File: src/rtl/gmed_pkg.sv
package gmed_pkg;

  // Channel counts and counter width
  localparam int IN_CH  = 8;
  localparam int OUT_CH = 8;
  localparam int CNT_W  = 16;

  // Valid channel masks
  localparam logic [7:0] IN_MASK  = 8'((9'd1 << IN_CH) - 9'd1);
  localparam logic [7:0] OUT_MASK = 8'((9'd1 << OUT_CH) - 9'd1);

  // Register indexes (byte address = 8 * index)
  localparam logic [1:0] REG_ENABLED = 2'd0;
  localparam logic [1:0] REG_RISING  = 2'd1;
  localparam logic [1:0] REG_ALWAYS  = 2'd2;
  localparam logic [1:0] REG_LINKS   = 2'd3;

  typedef struct packed {
    logic [7:0] input_levels;
    logic [7:0] output_levels;
  } gmed_in_t;

  typedef struct packed {
    logic        changed;
    logic [7:0]  edge_mask;
    logic [15:0] edge_count_ch0;
    logic [15:0] edge_count_ch1;
    logic [15:0] edge_count_ch2;
    logic [15:0] edge_count_ch3;
    logic [15:0] edge_count_ch4;
    logic [15:0] edge_count_ch5;
    logic [15:0] edge_count_ch6;
    logic [15:0] edge_count_ch7;
  } gmed_out_t;

  // Per-lane configuration slice
  typedef struct packed {
    logic       enabled;
    logic       rising;
    logic       always_on;
    logic [7:0] links;
  } gmed_lane_cfg_t;

  // Per-lane poll controls
  typedef struct packed {
    logic clear;
    logic step;
    logic cur_level;
    logic last_level;
  } gmed_lane_ctl_t;

  // Low 16 bits of a counter, zero extended if narrower
  function automatic logic [15:0] cnt_field(logic [CNT_W-1:0] c);
    logic [31:0] w;
    w = 32'(c);
    return w[15:0];
  endfunction

endpackage

File: src/rtl/gmed_lane.sv
module gmed_lane (
  input  logic                    clk,
  input  logic                    rst_n,
  input  gmed_pkg::gmed_lane_cfg_t cfg,
  input  gmed_pkg::gmed_lane_ctl_t ctl,
  input  logic [7:0]              output_levels,
  output logic                    edge_hit,
  output logic [gmed_pkg::CNT_W-1:0] count
);
  import gmed_pkg::*;

  logic             det;
  logic             gate;
  logic [CNT_W-1:0] cnt_r;
  logic [CNT_W-1:0] cnt_nxt;

  // Polarity-selected edge on an enabled channel
  assign det = cfg.enabled &
               (cfg.rising ? (ctl.cur_level & ~ctl.last_level)
                           : (ctl.last_level & ~ctl.cur_level));

  // Gate by always-enable or any linked output high
  assign gate     = cfg.always_on | (|(cfg.links & output_levels & OUT_MASK));
  assign edge_hit = det & gate;

  // Saturating counter
  always_comb begin
    cnt_nxt = cnt_r;
    if (ctl.clear) begin
      cnt_nxt = '0;
    end else if (ctl.step && edge_hit && !(&cnt_r)) begin
      cnt_nxt = cnt_r + CNT_W'(1);
    end
  end

  always_ff @(posedge clk) begin
    if (!rst_n) begin
      cnt_r <= '0;
    end else begin
      cnt_r <= cnt_nxt;
    end
  end

  assign count = cnt_nxt;

endmodule

File: src/rtl/gmed_skid.sv
module gmed_skid (
  input  logic                clk,
  input  logic                rst_n,
  input  logic                push,
  input  gmed_pkg::gmed_out_t push_data,
  output logic                full,
  output logic                out_valid,
  input  logic                out_stall,
  output gmed_pkg::gmed_out_t out_data
);
  import gmed_pkg::*;

  logic      main_valid_r;
  logic      skid_valid_r;
  gmed_out_t main_data_r;
  gmed_out_t skid_data_r;
  logic      take;

  assign take      = main_valid_r & ~out_stall;
  assign full      = skid_valid_r;
  assign out_valid = main_valid_r;
  assign out_data  = main_data_r;

  // Control: main register feeds the port, skid catches one transaction
  always_ff @(posedge clk) begin
    if (!rst_n) begin
      main_valid_r <= 1'b0;
      skid_valid_r <= 1'b0;
    end else if (take || !main_valid_r) begin
      main_valid_r <= skid_valid_r | push;
      skid_valid_r <= 1'b0;
    end else if (push) begin
      skid_valid_r <= 1'b1;
    end
  end

  // Payload
  always_ff @(posedge clk) begin
    if (take || !main_valid_r) begin
      main_data_r <= skid_valid_r ? skid_data_r : push_data;
    end else if (push) begin
      skid_data_r <= push_data;
    end
  end

endmodule

File: src/rtl/gated_multichannel_edge_detector.sv
// Gated multichannel edge detector.
//
// Input channel (in_valid / in_stall / in_data): one poll transaction carries
// the sampled input levels and the current output levels. Result channel
// (out_valid / out_stall / out_data): one result per poll with the changed
// flag, the mask of counted edges and eight saturating edge counters.
// Configuration: APB-style port, 64-bit data, registers at byte addresses
// 0, 8, 16, 24 (enabled inputs, rising polarity, always-enabled, link map).
// Any register write clears the poll history and all counters.
//
// Throughput is one poll per cycle while in_stall is low: eight lanes detect
// edges in parallel and the history and counter update closes within the
// accepting cycle. A result is registered in the main or, on a stall, the skid
// entry of a two-entry output buffer that absorbs a stalled receiver; in_stall
// rises only when both entries are full, and no result is dropped or repeated.
//
// Reset (rst_n, synchronous, active low) restores the register defaults,
// clears history, counters and the output buffer. The first poll after
// reset or after a write reports changed with an empty edge mask.
module gated_multichannel_edge_detector (
  input  logic                clk,
  input  logic                rst_n,
  // poll input
  input  logic                in_valid,
  output logic                in_stall,
  input  gmed_pkg::gmed_in_t  in_data,
  // results
  output logic                out_valid,
  input  logic                out_stall,
  output gmed_pkg::gmed_out_t out_data,
  // configuration
  input  logic                cfg_psel,
  input  logic                cfg_penable,
  input  logic                cfg_pwrite,
  input  logic [4:0]          cfg_paddr,
  input  logic [63:0]         cfg_pwdata,
  output logic [63:0]         cfg_prdata,
  output logic                cfg_pready
);
  import gmed_pkg::*;

  logic [7:0]  enabled_r;
  logic [7:0]  rising_r;
  logic [7:0]  always_r;
  logic [63:0] links_r;
  logic [7:0]  last_in_r;
  logic [7:0]  last_out_r;
  logic        hist_valid_r;

  logic        cfg_wr;
  logic [1:0]  cfg_idx;
  logic        accept;
  logic        changed;
  logic        step;
  logic        buf_full;
  logic [7:0]  edges;
  logic [CNT_W-1:0] counts [8];
  gmed_out_t   result;

  assign cfg_pready = 1'b1;
  assign cfg_idx    = cfg_paddr[4:3];
  assign cfg_wr     = cfg_psel & cfg_penable & cfg_pwrite;

  // Register file
  always_ff @(posedge clk) begin
    if (!rst_n) begin
      enabled_r <= 8'h00;
      rising_r  <= 8'hFF;
      always_r  <= 8'hFF;
      links_r   <= 64'd0;
    end else if (cfg_wr) begin
      case (cfg_idx)
        REG_ENABLED: enabled_r <= cfg_pwdata[7:0];
        REG_RISING:  rising_r  <= cfg_pwdata[7:0];
        REG_ALWAYS:  always_r  <= cfg_pwdata[7:0];
        REG_LINKS:   links_r   <= cfg_pwdata;
        default: ;
      endcase
    end
  end

  // Register readback
  always_comb begin
    case (cfg_idx)
      REG_ENABLED: cfg_prdata = {56'd0, enabled_r};
      REG_RISING:  cfg_prdata = {56'd0, rising_r};
      REG_ALWAYS:  cfg_prdata = {56'd0, always_r};
      REG_LINKS:   cfg_prdata = links_r;
      default:     cfg_prdata = 64'd0;
    endcase
  end

  // Poll acceptance and change detection
  assign in_stall = buf_full;
  assign accept   = in_valid & ~buf_full;
  assign changed  = ~hist_valid_r | (in_data.input_levels != last_in_r) |
                    (in_data.output_levels != last_out_r);
  assign step     = accept & changed & hist_valid_r;

  // History
  always_ff @(posedge clk) begin
    if (!rst_n || cfg_wr) begin
      hist_valid_r <= 1'b0;
    end else if (accept && changed) begin
      hist_valid_r <= 1'b1;
    end
  end

  always_ff @(posedge clk) begin
    if (accept && changed) begin
      last_in_r  <= in_data.input_levels;
      last_out_r <= in_data.output_levels;
    end
  end

  // Channel lanes
  for (genvar i = 0; i < 8; i++) begin : g_lane
    if (i < IN_CH) begin : g_on
      gmed_lane_cfg_t lcfg;
      gmed_lane_ctl_t lctl;
      logic           hit;

      assign lcfg.enabled    = enabled_r[i] & IN_MASK[i];
      assign lcfg.rising     = rising_r[i];
      assign lcfg.always_on  = always_r[i];
      assign lcfg.links      = links_r[8*i +: 8];
      assign lctl.clear      = cfg_wr;
      assign lctl.step       = step;
      assign lctl.cur_level  = in_data.input_levels[i];
      assign lctl.last_level = last_in_r[i];

      gmed_lane u_lane (
        .clk           (clk),
        .rst_n         (rst_n),
        .cfg           (lcfg),
        .ctl           (lctl),
        .output_levels (in_data.output_levels),
        .edge_hit      (hit),
        .count         (counts[i])
      );

      assign edges[i] = hit & changed & hist_valid_r;
    end else begin : g_off
      assign edges[i]  = 1'b0;
      assign counts[i] = '0;
    end
  end

  // Merge lane results
  assign result.changed        = changed;
  assign result.edge_mask      = edges;
  assign result.edge_count_ch0 = cnt_field(counts[0]);
  assign result.edge_count_ch1 = cnt_field(counts[1]);
  assign result.edge_count_ch2 = cnt_field(counts[2]);
  assign result.edge_count_ch3 = cnt_field(counts[3]);
  assign result.edge_count_ch4 = cnt_field(counts[4]);
  assign result.edge_count_ch5 = cnt_field(counts[5]);
  assign result.edge_count_ch6 = cnt_field(counts[6]);
  assign result.edge_count_ch7 = cnt_field(counts[7]);

  // Output buffer
  gmed_skid u_skid (
    .clk       (clk),
    .rst_n     (rst_n),
    .push      (accept),
    .push_data (result),
    .full      (buf_full),
    .out_valid (out_valid),
    .out_stall (out_stall),
    .out_data  (out_data)
  );

endmodule
File: config.mk
export PLATFORM = sky130hd
export DESIGN_NAME = gated_multichannel_edge_detector
export DESIGN_NICKNAME = d
export VERILOG_FILES = /design/src/rtl/gmed_pkg.sv /design/src/rtl/gmed_lane.sv /design/src/rtl/gmed_skid.sv /design/src/rtl/gated_multichannel_edge_detector.sv
export SDC_FILE = /design/constraint.sdc
export NUM_CORES = 1
export LEC_CHECK = 0
export BUFFER_PORTS_ARGS = -buffer_cell sky130_fd_sc_hd__buf_2
export CAP_MARGIN = 20
export CORE_MARGIN = 2
export CORE_UTILIZATION = 25
export DETAILED_ROUTE_END_ITERATION = 16
export HOLD_SLACK_MARGIN = 0.1
export SYNTH_ARGS = -nofsm -noshare
export SYNTH_HDL_FRONTEND = slang
export SYNTH_SLANG_ARGS = --single-unit
export TNS_END_PERCENT = 100
File: constraint.sdc
create_clock -name clk -period 14.17 [get_ports clk]
set_input_delay 1.417 -clock clk [delete_from_list [all_inputs] [get_ports clk]]
set_output_delay 1.417 -clock clk [all_outputs]
set_load 0.01 [all_outputs]
# Word-level counts from Yosys, hierarchy flattened
# Index checks and enable logic that the tools add are counted.
classes:
  shifts: 0
  eq_ne: 5
  n_lt_le_gt_ge: 0
  n_reduce_logical: 52
  n_mul: 0
  mux: 26
  add_sub_neg: 8
  n_div: 0
  bitwise: 94
op_table:
  columns: ["cell", "count"]
  rows:
  - ["16-bit 2-to-1 mux", 16]
  - ["64-bit case mux with 4 select lines", 1]
  - ["137-bit 2-to-1 mux", 1]
  - ["16-bit by 1-bit adder with 16-bit output, second input constant", 8]
  - ["16-bit AND reduction", 8]
  - ["8-bit bitwise AND", 8]
  - ["8-bit OR reduction", 8]
  - ["1-bit bitwise AND", 54]
  - ["1-bit NOT", 21]
  - ["1-bit logical AND", 17]
  - ["8-bit inequality test", 2]
  - ["1-bit bitwise OR", 11]
  - ["1-bit zero test", 10]
  - ["2-bit AND reduction", 5]
  - ["1-bit 2-to-1 mux", 8]
  - ["2-bit equality test, second input constant", 2]
  - ["2-bit by 1-bit equality test with 1-bit output, second input constant", 1]
  - ["2-bit zero test", 1]
  - ["1-bit logical OR", 2]
  - ["2-bit OR reduction", 1]
word_totals:
  latch_bits: 0
  memories: 0
  reg_bits: 509
  ramBits: 0
  output_inout_bits: 204
  romBits: 0

# Longest topological paths before layout
depth:
  depth_word: 10
  mapped_depth: 10
  mapped_depth_nobuf: 8

# Cells and area by module
# A second synthesis with hierarchy kept.
unflattened:
  hier_cells: 2028
  hier_area_um2: 23113.4
by_module_without_submodules:
  columns: ["module", "seq_area_each_um2", "cells_per_inst", "n_inst", "area_each_um2"]
  rows:
  - ["gmed_skid", 8267.9, 433, 1, 10002.1]
  - ["gmed_lane", 320.3, 134, 8, 1042.2]
  - ["gated_multichannel_edge_detector", 2262.2, 523, 1, 4773.3]

# Worst setup path before layout
# No wires, ideal clock.
synth_timing:
  kind: "input to register"
  start: "input out_stall"
  end: "register u_skid.skid_data_r[0] (netlist name), enable pin"
  t_required_ns: 12.864
  arrival_ns: 10.305
  setup_time_ns: 1.306
  stages: 2
  path_slack_ns: 2.559
  cell_sequence: "nand2_1 nor2_1"
synth_between:
  elab_chain_len: 5
synth_lines:
  columns: ["item", "line", "source"]
  rows:
  - ["from (decl)", "gated_multichannel_edge_detector.sv:29", "input logic out_stall,"]
  - ["1-bit NOT", "gmed_skid.sv:19", "assign take = main_valid_r & ~out_stall;"]
  - ["1-bit bitwise AND", "gmed_skid.sv:19", null]
  - ["1-bit logical OR", "gmed_skid.sv:39", "if (take || !main_valid_r) begin"]
  - ["1-bit NOT (no line)", null, null]
  - ["2-bit AND reduction (no line)", null, null]
  - ["to (signal assigned)", "gmed_skid.sv:42", "skid_data_r <= push_data;"]
  - ["to (decl)", "gmed_skid.sv:16", "gmed_out_t skid_data_r;"]
# Every way passes these cells.
# A chain may end at the register's enable or synchronous reset.

# Worst setup path after layout
layout_timing:
  start: "input cfg_paddr[3]"
  end: "output cfg_prdata[3]"
layout_between:
  elab_chain_len: 2
layout_lines:
  columns: ["item", "line", "source"]
  rows:
  - ["from (decl)", "gated_multichannel_edge_detector.sv:35", "input logic [4:0] cfg_paddr,"]
  - ["2-bit equality test (tied with other cells)", "gated_multichannel_edge_detector.sv:84", "case (cfg_idx)"]
  - ["64-bit case mux with 4 select lines *", "gated_multichannel_edge_detector.sv:84", null]
  - ["to (decl)", "gated_multichannel_edge_detector.sv:37", "output logic [63:0] cfg_prdata,"]
# Every way passes the cells marked *; elsewhere a longest branch is shown, timed or not.

==> flow_summary.yaml <==
floorplan:
  die_x_um: 301
  start_util: 0.251
  die_area_mm2: 0.0908
  core_mm2: 0.0880
  top_level_ports: 296
  rows: 109
  die_y_um: 301
synth:
  synthArstFlopShare: 0
  synth_cell_types: 61
  ys_top_cells_by_count: "nand2_1 (339), edfxtp_1 (290), nor2_1 (287), dfxtp_1 (219), clkbuf_1 (105)"
  yosys.cell_count.top_type: "nand2_1"
  yosysWarnings: 0
  syn_area_mm2: 0.0221
  syn_nets: 2233
  synth_edf_count: 290
  postSynthAreaPerCell_um2: 10.4
  yosysTopAreaCell: "edfxtp_1"
  synthFlopType: "edfxtp_1"
  syn-instance-count: 2117
  ys_seq_elements: 509
  seq_area_frac_synth: 0.593
  yosys-top-cells-area: "edfxtp_1 (39%), dfxtp_1 (20%), nand2_1 (5.8%), nor2_1 (4.9%), xor2_1 (3.6%)"
  yosys.area.top_type_share: 0.394
setup_path:
  path_max_fanout: 71
  rr_worst_depth: 7
  r2r-start: "last_in_r[1]$_DFFE_PN_"
  r2r-end: "u_skid.out_data[71]$_DFFE_PP_"
  arrival_ns: 2.92
  startpoint_type: "input pin"
  path_class: "input pin to output pin"
  end_kind: "output pin"
  r2r_slack_ns: 10.80
  critPathRequiredTime_ns: 12.75
hold_path:
  hold_class: "register to register"
  hold_end: "links_r[28]$_SDFFE_PN0P_"
  holdCritStartpoint: "links_r[28]$_SDFFE_PN0P_"
  hold-path-cell-count: 2
clock_network:
  post_cts_resized: 0
  tritoncts: "built"
  htree_levels: 2
  cts_hold_buf: 0
  numCtsBuffers: 58
  postCtsSetupBuffers: 0
  clock-sinks: 509
  clock_path_buffers: 3
  clk_latency_ns: 0.63
  cts-root-buf: "clkbuf_16"
  path_clk_slew_ns: 0.06
cells_and_area:
  final_nets: 2481
  post-route-util: 0.304
  syn2layout_area_growth_pct: 21.2
  seqCellArea_mm2: 0.0131
  fin_cells: 3581
  layout-drive-gt1-share: 0.197
  multi_input_area_mm2: 0.00839
  fill_cells: 9069
detailed_routing:
  postRouteAntennaNets: 0
  wirelength_um: 62900
  drt_first_pass_iters: 6
  via_count: 16500
  wl_per_cell_um: 17.6
  top_layer: "met5"
  wl_met2_um: 28500
  drt-met1-wl_um: 28400
  met3_length_um: 4630
  drt-initial-drc-count: 1021
  drcViolationCount: 0
  post_drt_via_cell_ratio: 4.61
timing:
  fin_skew_ns: 0.0213
  finalHoldViolCount: 0
  slew_violations: 0
  rsz0062_at_grt: "no"
  worst_slew_pin_slew_ns: 1.05
  finalSetupViolations: 0
  fin_crit_ns: 4.34
  slew-limit-headroom: 0.303
  fmax_ghz: 0.231
  tns_ns: 0
  finalCritPeriodShare: 0.306
placed_design:
  placed_cells: 3466
  place.gp.congestion: 0.802
  hpwl_um: 41500
  io_buffers: 291
global_route:
  grt_util_all_layers: 0.136
  grt_pass1_wl_um: 96000
  grt_max_degree: 92
  grt_pass1_vias: 15900
  gr-total-overflow: 0
  antenna_found_initial: 13
run:
  max_cap_viol_count: 0
status:
  outcome: "complete, no violations"
pwr:
  power-per-cell-area_mw_per_mm2: 126
  max-vdd-ir-drop_mv: 0.0810
  power.total_mw: 3.37
  leakage_nw: 10.4
[cells by family after synthesis]
| group | synth area share |
|---|---|
| xor+xnor | 0.0492 |
| fa+ha+maj | 0.0136 |
| mux | 0.0257 |
| compound gates | 0.0779 |
| simple gates | 0.209 |
| flops | 0.593 |
| buf+inv | 0.0318 |
| other cells | 0.000170 |
[where the power goes]
group,switching [mW],total (mW),internal (mW)
sequential,0.0160,1.61,1.60
combinational,0.117,0.167,0.0502
clock,0.653,1.59,0.936
[critical path: stages]
cell	delay, ns
buf_2	0.08
buf_4	0.56
mux4_2	0.63
buf_2	0.18
[metrics by stage]
stage / hold WS [ns] / worst slack [ns] / instance area (um^2)
finish: 0.478 / 9.83 / 26800
global route: 0.503 / 9.79 / 26800
CTS: 0.478 / 9.84 / 26700
detailed placement: 0.470 / 9.59 / 24700
global placement: 0.465 / 9.58 / 24700
floorplan: 0.451 / 2.56 / 22100
[metal layers]
layer / up-vias / track usage
met3: 102 / 0.0402
met2: 444 / 0.218
met4: 16 / 0.0325
li1: 8015 / -
met1: 7914 / 0.181
met5: - / 0
[placed cells by master, fill, tap and decap left out, drive strengths merged, types with 3 or more instances in the layout]
cell	instances
a2111oi	3
a21boi	65
a21oi	18
a221oi	7
a222oi	8
a22o	7
a22oi	4
a31oi	13
and2	11
and3	104
and4	9
buf	319
bufinv	9
clkbuf	66
clkinv	24
clkinvlp	3
dfxtp	219
edfxtp	290
ha	24
inv	39
mux2	14
mux2i	23
mux4	8
nand2	339
nand2b	3
nand3	80
nand4	91
nand4b	3
nor2	287
nor2b	10
nor3	18
nor3b	6
nor4	16
o211ai	4
o21ai	119
o31ai	11
or4	5
xnor2	24
xor2	95
[area by class of cell]
type	count	share of cell area
multi-input cells	1446	0.313
clock buffers	66	0.0561
repair buffers	319	0.0632
well taps	1165	0.0544
diodes	1	0.0000934
clock inverters	44	0.0198
flip-flops and latches	509	0.489
inverters	31	0.00434
[registers in the layout (all words and copies together) (netlist names)]
signal and count:
always_r 8, u_skid.full 1, links_r 64, last_out_r 8, u_skid.out_valid 1, g_lane.g_on.u_lane.cnt_r 128, u_skid.out_data 137, u_skid.skid_data_r 137
last_in_r 8, rising_r 8, hist_valid_r 1, enabled_r 8
[how the worst max path moves through the flow]
stage	start	endpoint	slack, ns	depth (start not counted)
6_report	cfg_paddr[3]	cfg_prdata[3]	9.83	4
3_3_place_gp	in_data[9]	u_skid.out_data[36]$_DFFE_PP_	9.58	9
4_1_cts	cfg_paddr[3]	cfg_prdata[3]	9.84	4
2_1_floorplan	out_stall	u_skid.skid_data_r[0]$_DFFE_PP_	2.56	2
3_5_place_dp	in_data[9]	u_skid.out_data[15]$_DFFE_PP_	9.59	10
5_1_grt	cfg_paddr[3]	cfg_prdata[3]	9.79	4
No activity file was read; power rests on OpenSTA's default activity.
